===== src/design/stable_priority_queue_top_assert.svh =====
// ----------------------------------------------------------------------------
// stable priority queue assertion macros
// shared property forms for the queue's concurrent checks
// ----------------------------------------------------------------------------
`ifndef STABLE_PRIORITY_QUEUE_TOP_ASSERT_SVH
`define STABLE_PRIORITY_QUEUE_TOP_ASSERT_SVH

// same-cycle implication under reset
`define SPQ_ASSERT_NOW(label, clk, rst_n, ante, cons) \
    label: assert property (@(posedge clk) disable iff (!rst_n) (ante) |-> (cons)) \
        else $error("queue check failed");

// next-cycle implication under reset
`define SPQ_ASSERT_NEXT(label, clk, rst_n, ante, cons) \
    label: assert property (@(posedge clk) disable iff (!rst_n) (ante) |=> (cons)) \
        else $error("queue check failed");

`endif


===== src/design/spq_pkg.sv =====
// ----------------------------------------------------------------------------
// spq_pkg
// sizes, status codes and shared types of the stable priority queue
// ----------------------------------------------------------------------------
package spq_pkg;

    localparam int DEPTH       = 16;
    localparam int PRIO_BITS   = 8;
    localparam int TAG_BITS    = 16;
    localparam int OCC_BITS    = $clog2(DEPTH + 1);
    localparam int S_DATA_BITS = ((PRIO_BITS + TAG_BITS + 7) / 8) * 8;
    localparam int M_DATA_BITS = ((PRIO_BITS + TAG_BITS + OCC_BITS + 7) / 8) * 8;

    typedef enum logic [1:0] {
        ST_INSERTED = 2'd0,
        ST_REMOVED  = 2'd1,
        ST_EMPTY    = 2'd2,
        ST_FULL     = 2'd3
    } status_t;

    typedef enum logic {
        MODE_INSERT = 1'b0,
        MODE_REMOVE = 1'b1
    } mode_t;

    typedef struct packed {
        logic                 used;
        logic [PRIO_BITS-1:0] prio;
        logic [TAG_BITS-1:0]  tag;
    } slot_t;

    typedef struct packed {
        logic                 ins;
        logic                 rem;
        logic [PRIO_BITS-1:0] prio;
        logic [TAG_BITS-1:0]  tag;
    } ctrl_t;

endpackage


===== src/design/spq_cell.sv =====
// ----------------------------------------------------------------------------
// spq_cell
// one slot of the sorted chain; takes the new item, its left or right neighbour
// ----------------------------------------------------------------------------
module spq_cell (
    input  logic          clk,
    input  logic          rst_n,
    input  spq_pkg::ctrl_t ctrl,
    input  spq_pkg::slot_t prev_slot,
    input  logic          prev_take,
    input  spq_pkg::slot_t next_slot,
    output spq_pkg::slot_t slot,
    output logic          take
);
    import spq_pkg::*;

    logic                 used_reg;
    logic                 used_next;
    logic [PRIO_BITS-1:0] prio_reg;
    logic [PRIO_BITS-1:0] prio_next;
    logic [TAG_BITS-1:0]  tag_reg;
    logic [TAG_BITS-1:0]  tag_next;

    // slot lies behind the insert point
    assign take = !used_reg || (prio_reg > ctrl.prio);
    assign slot = '{used: used_reg, prio: prio_reg, tag: tag_reg};

    always_comb
    begin
        used_next = used_reg;
        prio_next = prio_reg;
        tag_next  = tag_reg;
        priority if (ctrl.rem)
        begin
            used_next = next_slot.used;
            prio_next = next_slot.prio;
            tag_next  = next_slot.tag;
        end
        else if (ctrl.ins && take && !prev_take)
        begin
            used_next = 1'b1;
            prio_next = ctrl.prio;
            tag_next  = ctrl.tag;
        end
        else if (ctrl.ins && take)
        begin
            used_next = prev_slot.used;
            prio_next = prev_slot.prio;
            tag_next  = prev_slot.tag;
        end
        else
        begin
            used_next = used_reg;
            prio_next = prio_reg;
            tag_next  = tag_reg;
        end
    end

    always_ff @(posedge clk or negedge rst_n)
    begin
        if (!rst_n)
        begin
            used_reg <= 1'b0;
        end
        else
        begin
            used_reg <= used_next;
        end
    end

    always_ff @(posedge clk)
    begin
        prio_reg <= prio_next;
        tag_reg  <= tag_next;
    end

endmodule


===== src/design/stable_priority_queue_top.sv =====
// ----------------------------------------------------------------------------
// stable_priority_queue_top
// bounded priority queue held sorted in a chain of slot cells
// ----------------------------------------------------------------------------
// s_* carries one operation per item: s_tuser selects insert or remove, and
// s_tdata holds the priority and tag of an entry to insert. lower priority
// values leave first, equal priorities leave in arrival order.
// m_* returns exactly one item per operation: status in m_tuser, and in
// m_tdata the removed entry (zero otherwise) and the occupancy afterwards.
// every slot compares against the new priority at once and shifts to its
// neighbour in the same cycle, so an item is taken every cycle unless the
// output stalls, and its result is registered in the cycle after acceptance.
// the result register frees up when m_tready is high, so s_tready follows
// m_tready while a result is pending; a stalled receiver stalls the input.
// an insert into a full queue is dropped with status full; a remove on an
// empty queue reports status empty. reset empties the queue at once.
// ----------------------------------------------------------------------------
module stable_priority_queue_top (
    input  logic                            clk,
    input  logic                            rst_n,
    input  logic                            s_tvalid,
    output logic                            s_tready,
    input  logic [spq_pkg::S_DATA_BITS-1:0] s_tdata,  // priority_req, tag
    input  logic                            s_tuser,  // mode
    output logic                            m_tvalid,
    input  logic                            m_tready,
    output logic [spq_pkg::M_DATA_BITS-1:0] m_tdata,  // out_priority, out_tag, occupancy
    output logic [1:0]                      m_tuser   // status
);
    import spq_pkg::*;

    logic                 s_fire;
    logic                 is_remove;
    logic                 full;
    logic                 empty;
    ctrl_t                ctrl;
    slot_t                slots [DEPTH];
    logic                 takes [DEPTH];
    logic [DEPTH-1:0]     used_vec;

    logic [OCC_BITS-1:0]  count_reg;
    logic [OCC_BITS-1:0]  count_next;
    logic                 out_valid_reg;
    logic                 out_valid_next;
    status_t              status_reg;
    status_t              status_next;
    logic [PRIO_BITS-1:0] out_prio_reg;
    logic [PRIO_BITS-1:0] out_prio_next;
    logic [TAG_BITS-1:0]  out_tag_reg;
    logic [TAG_BITS-1:0]  out_tag_next;
    logic [OCC_BITS-1:0]  occ_reg;

    assign s_tready  = !out_valid_reg || m_tready;
    assign s_fire    = s_tvalid && s_tready;
    assign is_remove = (s_tuser == MODE_REMOVE);
    assign full      = (count_reg == OCC_BITS'(DEPTH));
    assign empty     = (count_reg == '0);

    assign ctrl.ins  = s_fire && !is_remove && !full;
    assign ctrl.rem  = s_fire && is_remove && !empty;
    assign ctrl.prio = s_tdata[PRIO_BITS-1:0];
    assign ctrl.tag  = s_tdata[PRIO_BITS +: TAG_BITS];

    for (genvar i = 0; i < DEPTH; i++)
    begin : g_cell
        slot_t prev_s;
        slot_t next_s;
        logic  prev_t;

        if (i == 0)
        begin : g_first
            assign prev_s = '0;
            assign prev_t = 1'b0;
        end
        else
        begin : g_mid
            assign prev_s = slots[i-1];
            assign prev_t = takes[i-1];
        end

        if (i == DEPTH - 1)
        begin : g_last
            assign next_s = '0;
        end
        else
        begin : g_inner
            assign next_s = slots[i+1];
        end

        spq_cell u_cell (
            .clk       (clk),
            .rst_n     (rst_n),
            .ctrl      (ctrl),
            .prev_slot (prev_s),
            .prev_take (prev_t),
            .next_slot (next_s),
            .slot      (slots[i]),
            .take      (takes[i])
        );

        assign used_vec[i] = slots[i].used;
    end

    always_comb
    begin
        count_next     = count_reg;
        out_valid_next = out_valid_reg;
        status_next    = status_reg;
        out_prio_next  = out_prio_reg;
        out_tag_next   = out_tag_reg;
        if (m_tready)
        begin
            out_valid_next = 1'b0;
        end
        if (s_fire)
        begin
            out_valid_next = 1'b1;
            out_prio_next  = '0;
            out_tag_next   = '0;
            priority if (ctrl.rem)
            begin
                status_next   = ST_REMOVED;
                out_prio_next = slots[0].prio;
                out_tag_next  = slots[0].tag;
                count_next    = count_reg - 1'b1;
            end
            else if (ctrl.ins)
            begin
                status_next = ST_INSERTED;
                count_next  = count_reg + 1'b1;
            end
            else if (is_remove)
            begin
                status_next = ST_EMPTY;
            end
            else
            begin
                status_next = ST_FULL;
            end
        end
    end

    always_ff @(posedge clk or negedge rst_n)
    begin
        if (!rst_n)
        begin
            count_reg     <= '0;
            out_valid_reg <= 1'b0;
        end
        else
        begin
            count_reg     <= count_next;
            out_valid_reg <= out_valid_next;
        end
    end

    always_ff @(posedge clk)
    begin
        if (s_fire)
        begin
            status_reg   <= status_next;
            out_prio_reg <= out_prio_next;
            out_tag_reg  <= out_tag_next;
            occ_reg      <= count_next;
        end
    end

    assign m_tvalid = out_valid_reg;
    assign m_tuser  = status_reg;
    assign m_tdata  = M_DATA_BITS'({occ_reg, out_tag_reg, out_prio_reg});

`include "stable_priority_queue_top_assert.svh"

    `SPQ_ASSERT_NOW(a_count_range, clk, rst_n, 1'b1, count_reg <= OCC_BITS'(DEPTH))
    `SPQ_ASSERT_NOW(a_used_count, clk, rst_n, 1'b1, $countones(used_vec) == int'(count_reg))
    `SPQ_ASSERT_NOW(a_head_order, clk, rst_n, slots[1].used, slots[0].prio <= slots[1].prio)
    `SPQ_ASSERT_NEXT(a_insert_grows, clk, rst_n, ctrl.ins, count_reg == $past(count_reg) + 1'b1)

endmodule


===== config.mk =====
export PLATFORM = sky130hd
export DESIGN_NAME = stable_priority_queue_top
export DESIGN_NICKNAME = d
export VERILOG_FILES = /design/src/design/spq_pkg.sv /design/src/design/spq_cell.sv /design/src/design/stable_priority_queue_top.sv
export VERILOG_INCLUDE_DIRS = /design/src /design/src/design
export SDC_FILE = /design/constraint.sdc
export NUM_CORES = 1
export LEC_CHECK = 0
export BUFFER_PORTS_ARGS = -buffer_cell sky130_fd_sc_hd__clkbuf_2
export CAP_MARGIN = 20
export CELL_PAD_IN_SITES_DETAIL_PLACEMENT = 0
export CELL_PAD_IN_SITES_GLOBAL_PLACEMENT = 2
export CORE_AREA = 2 2 255 257
export DETAILED_ROUTE_END_ITERATION = 6
export DIE_AREA = 0 0 257 259
export HOLD_SLACK_MARGIN = 0.06
export PLACE_DENSITY_LB_ADDON = 0.1
export SLEW_MARGIN = 20
export SYNTH_ARGS = -nofsm -noshare
export SYNTH_HDL_FRONTEND = slang
export SYNTH_SLANG_ARGS = --single-unit

===== constraint.sdc =====
create_clock -name clk -period 3.4 [get_ports clk]
set_input_delay 0.17 -clock clk [delete_from_list [all_inputs] [get_ports clk]]
set_output_delay 0.17 -clock clk [all_outputs]
set_load 0.1 [all_outputs]

==> impl.org <==
** Outcome
- The run finished with clean final reports.

** Place
- The HPWL after detailed placement is 46500 um.
- Placed instance area :: around 26000 um^2
- The congestion estimate from routability-driven global placement came to a little under 0.8.
- Input and output buffers added on the ports amount to 61.

** Synthesis
- Part of the Yosys area used for sequential elements :: around 53%
- In this run, synthesis inferred 391 flip-flops with an integrated enable.
- Biggest area contributors in the synthesized netlist :: sky130_fd_sc_hd__edfxtp_1 49%, sky130_fd_sc_hd__mux2i_1 9.3%, sky130_fd_sc_hd__ha_1 6.8%, sky130_fd_sc_hd__nand2_1 6.6%, sky130_fd_sc_hd__o21ai_0 5.2%
- Predominant post-synthesis flop cell :: sky130_fd_sc_hd__edfxtp_1
- Most numerous cell in the Yosys netlist :: sky130_fd_sc_hd__nand2_1
- Share of the synthesized area in the top cell type :: around half
- After synthesis, the share of flip-flops with an asynchronous set or reset is 5.03%.
- By count the netlist is led by 425 x sky130_fd_sc_hd__nand2_1, 391 x sky130_fd_sc_hd__edfxtp_1, 252 x sky130_fd_sc_hd__o21ai_0.
- sky130_fd_sc_hd__edfxtp_1 takes more of the synthesized area than any other cell.
- Seq cells post-synth :: ~440
- Synthesized area :: 24100 um^2
- For this run, the number of Yosys warnings is 0.
- In this run, distinct cell masters in the synthesized netlist total 54.
- Synthesized instance count :: 2281
- In this run the mean area of a mapped cell was 10.6 um^2.

** Global route
- GRT overflow :: 0
- Number of antenna violations at the first check in global routing :: 0
- Global routing used 19.8% of the available tracks across all layers.
- The first global-routing pass estimated about 110000 um of wire.
- The number of global-route vias before repair is 18800.
- Pin count of the biggest net entering global routing :: 136

** Die
- The die is roughly 260 um tall.
- After floorplanning, the core was sized to cover between 60000 and 70000 um^2.
- The floorplan step defined a die boundary enclosing 66600 um^2.
- In this run the count of I/O pins placed on the die edge is 65.
- Site row count :: 93
- Horizontal extent of the die :: approximately 260 um
- For this configuration, the core starts out at a cell density of between 30 and 40%.

** STA
- For the final routed database, the setup TNS stands at 0 ns.
- Measured against its own limit, the worst slew margin works out to 41.1%.
- The final count of hold timing violations came to 0.
- Portion of the clock cycle consumed by the worst path in the final layout :: 86.0%
- Setup repair after global routing missed its margin :: false
- Clock skew on the completed layout was measured at approximately 0.013 ns.
- Setup violations remaining at the end of the flow were counted as 0.
- Subtracting the final worst setup slack from the clock period gives 2.92 ns.
- Fmax :: 0.342 GHz
- The number of max-slew violations in the final report came to 0.
- For the pin with the worst max-slew slack, the measured transition is 0.882 ns.

** Critical path
- Maximum fanout count along the critical path :: 34
- The worst setup path is launched from a register.
- Worst setup endpoint :: g_cell[15].u_cell.tag_reg[9]$_SDFFE_PP0P_
- Source of the critical timing path :: count_reg[0]$_DFF_PN0_
- Startpoint of the worst register-to-register path :: count_reg[0]$_DFF_PN0_
- Worst setup slack for register-to-register paths :: 0.48 ns
- At the worst endpoint, the required time is just under 4 ns.
- The worst register-to-register path has a depth of 9.
- The critical path in this run is classified as reg -> reg.
- Crit path DAT :: 3.45 ns
- The worst register-to-register path ends at g_cell[15].u_cell.tag_reg[9]$_SDFFE_PP0P_.
- Kind of end point of the critical path :: register

** Clock tree
- Post-CTS timing repair inserted 0 buffers for setup.
- Clock tree buffer depth :: 3
- H-tree Lvls :: 2
- Skew-Pair Late Insertion Delay :: 0.61 ns
- CTS tree :: done
- The root buffer cell chosen for the clock tree is sky130_fd_sc_hd__clkbuf_16.
- Clock tree sinks :: 437
- Number of buffers created by CTS :: 52
- The number of gates resized after CTS was 0.
- Clock slew seen by the registers of the worst setup and hold paths :: 0.06 ns

** Route
- After detailed routing, the number of remaining DRC violations is 0.
- Before antenna repair, the detailed router went through 6 iterations.
- Antenna-violating nets left :: 0
- Dividing the detail-routed via count by the number of cells gives 5.56.
- After detailed routing, the average wire length per cell comes to a little over 20 um.
- Via count :: ~18000
- Drt first-iter violations :: roughly 1100
- The final layout contains routed wiring with a total length of 66200 um.

** Final layout
- The repair_antennas step left the layout with diodes totalling 0.
- Post-layout util :: 43.0%
- Once layout is done, the placed cells without fillers occupy ~27000 um^2.
- Compared with the post-synthesis result, the final layout area differs by 14.1%.
- The register with the most flip-flops in the layout has 256 of them.
- Net total in the final layout :: 2461
- Fraction of final layout cells sized beyond drive strength 1 :: between 10 and 15%

** Pwr
- Sw frac :: 32.0%
- The share of total power dissipated in sequential elements is between 40% and 50%.
- Clk network pwr share :: a little under a third
- Switching component of the power :: 5490 uW
- Combinational logic burns about 23% of the power.
- Cell area power density :: 624 nW/um^2
- The analysis attributes to cell leakage a power of 0.0110 uW.
- The worst-case IR drop observed on VDD is 0.000299 V.
- Cell internal power was estimated by the tool at 11700 uW.

** Min path
- Worst min-delay path class :: in -> reg
- Hold Startpoint :: s_tdata[3]

** Flow run
- Number of maximum-capacitance constraint violations :: 0
-- area by class of cell --
type | instances | area (um^2)
Clock buffer | 73 | 1410
Clock inverter | 22 | 163
Fill cell | 6203 | 36400
Inverter | 32 | 120
Multi-Input combinational cell | 1637 | 10600
Sequential cell | 437 | 12800
Tap cell | 855 | 1070
Timing Repair Buffer | 142 | 1360
-- how the worst min path moves through the flow --
stage / endpoint / slack (ns) / depth (start not counted)
after floorplan: count_reg[0]$_DFF_PN0_ / -0.13 / 0
after global placement: g_cell[15].u_cell.used_reg$_DFFE_PN0P_ / 0.26 / 1
after detailed placement: g_cell[15].u_cell.used_reg$_DFFE_PN0P_ / 0.26 / 1
after CTS: g_cell[1].u_cell.prio_reg[1]$_DFFE_PP_ / 0.07 / 2
after global routing: g_cell[1].u_cell.prio_reg[1]$_DFFE_PP_ / 0.08 / 2
final: g_cell[1].u_cell.prio_reg[3]$_DFFE_PP_ / 0.08 / 2
-- critical path, stage by stage, from the launching register on --
cell and delay (ns):
sky130_fd_sc_hd__dfrtp_1 0.44, sky130_fd_sc_hd__inv_1 0.07, sky130_fd_sc_hd__ha_1 0.21, sky130_fd_sc_hd__nor3b_2 0.20, sky130_fd_sc_hd__a21oi_1 0.23, sky130_fd_sc_hd__nand2b_2 0.30
sky130_fd_sc_hd__a21oi_4 0.77, sky130_fd_sc_hd__buf_4 0.34, sky130_fd_sc_hd__o21ai_0 0.10, sky130_fd_sc_hd__a21oi_1 0.14
-- metal layers --
layer | global-route usage (%) | vias to the layer above | share of wire [%]
met1 | 25.8 | 8905 | 45
met3 | 2.09 | 78 | 2.8
li1 | - | 8553 | -
met4 | 6.04 | 0 | 2.5
met5 | 0 | - | 0
met2 | 34.6 | 244 | 49
-- logic make-up after synthesis --
logic type	share of synthesized area [%]
buffers and inverters	3.63
other	0.0156
flip-flops	53.0
AND/OR/NAND/NOR	13.1
XOR/XNOR	0.109
AO/OA/AOI/OAI	14.1
multiplexers	9.27
adder cells (fa/ha/maj)	6.75
-- metrics by stage --
| step | total power, uW | cells | worst slack, ns | hold WS [ns] |
|---|---|---|---|---|
| after floorplan | 10600 | 2283 | 0.0271 | -0.126 |
| after global placement | 11900 | 3095 | 0.343 | 0.259 |
| after detailed placement | 12000 | 3095 | 0.309 | 0.263 |
| after CTS | 17400 | 3198 | 0.439 | 0.0738 |
| after global routing | 18100 | 3198 | 0.198 | 0.0792 |
| final | 17100 | 3198 | 0.477 | 0.0798 |
-- power groups by stage --
stage / clock network, uW / logic, uW / registers, uW
finish: 5270 / 3950 / 7930
global route: 5620 / 4440 / 8060
CTS: 5450 / 4000 / 7950
detailed placement: 0 / 3980 / 8050
global placement: 0 / 3890 / 8050
floorplan: 0 / 2630 / 7980
-- what timing repair did --
item,4_1_cts,5_1_grt
endpoints found under the hold margin,31,0
hold buffers,8,0
endpoints found under the setup margin,0,0
-- cells in the final DEF (no fill, tap or decap), types with 21 or more instances in the layout --
cell,count
sky130_fd_sc_hd__a21oi_1,103
sky130_fd_sc_hd__a221o_1,24
sky130_fd_sc_hd__and2_1,23
sky130_fd_sc_hd__buf_12,34
sky130_fd_sc_hd__buf_4,39
sky130_fd_sc_hd__clkbuf_16,53
sky130_fd_sc_hd__clkbuf_2,61
sky130_fd_sc_hd__dfrtp_1,21
sky130_fd_sc_hd__dfxtp_1,24
sky130_fd_sc_hd__edfxtp_1,391
sky130_fd_sc_hd__ha_1,130
sky130_fd_sc_hd__inv_1,32
sky130_fd_sc_hd__mux2i_1,223
sky130_fd_sc_hd__nand2_1,420
sky130_fd_sc_hd__nand3_1,120
sky130_fd_sc_hd__nand4_1,32
sky130_fd_sc_hd__nor2_1,51
sky130_fd_sc_hd__o211ai_1,95
sky130_fd_sc_hd__o21ai_0,242
Note: power is estimated with default switching activity, not from simulation.
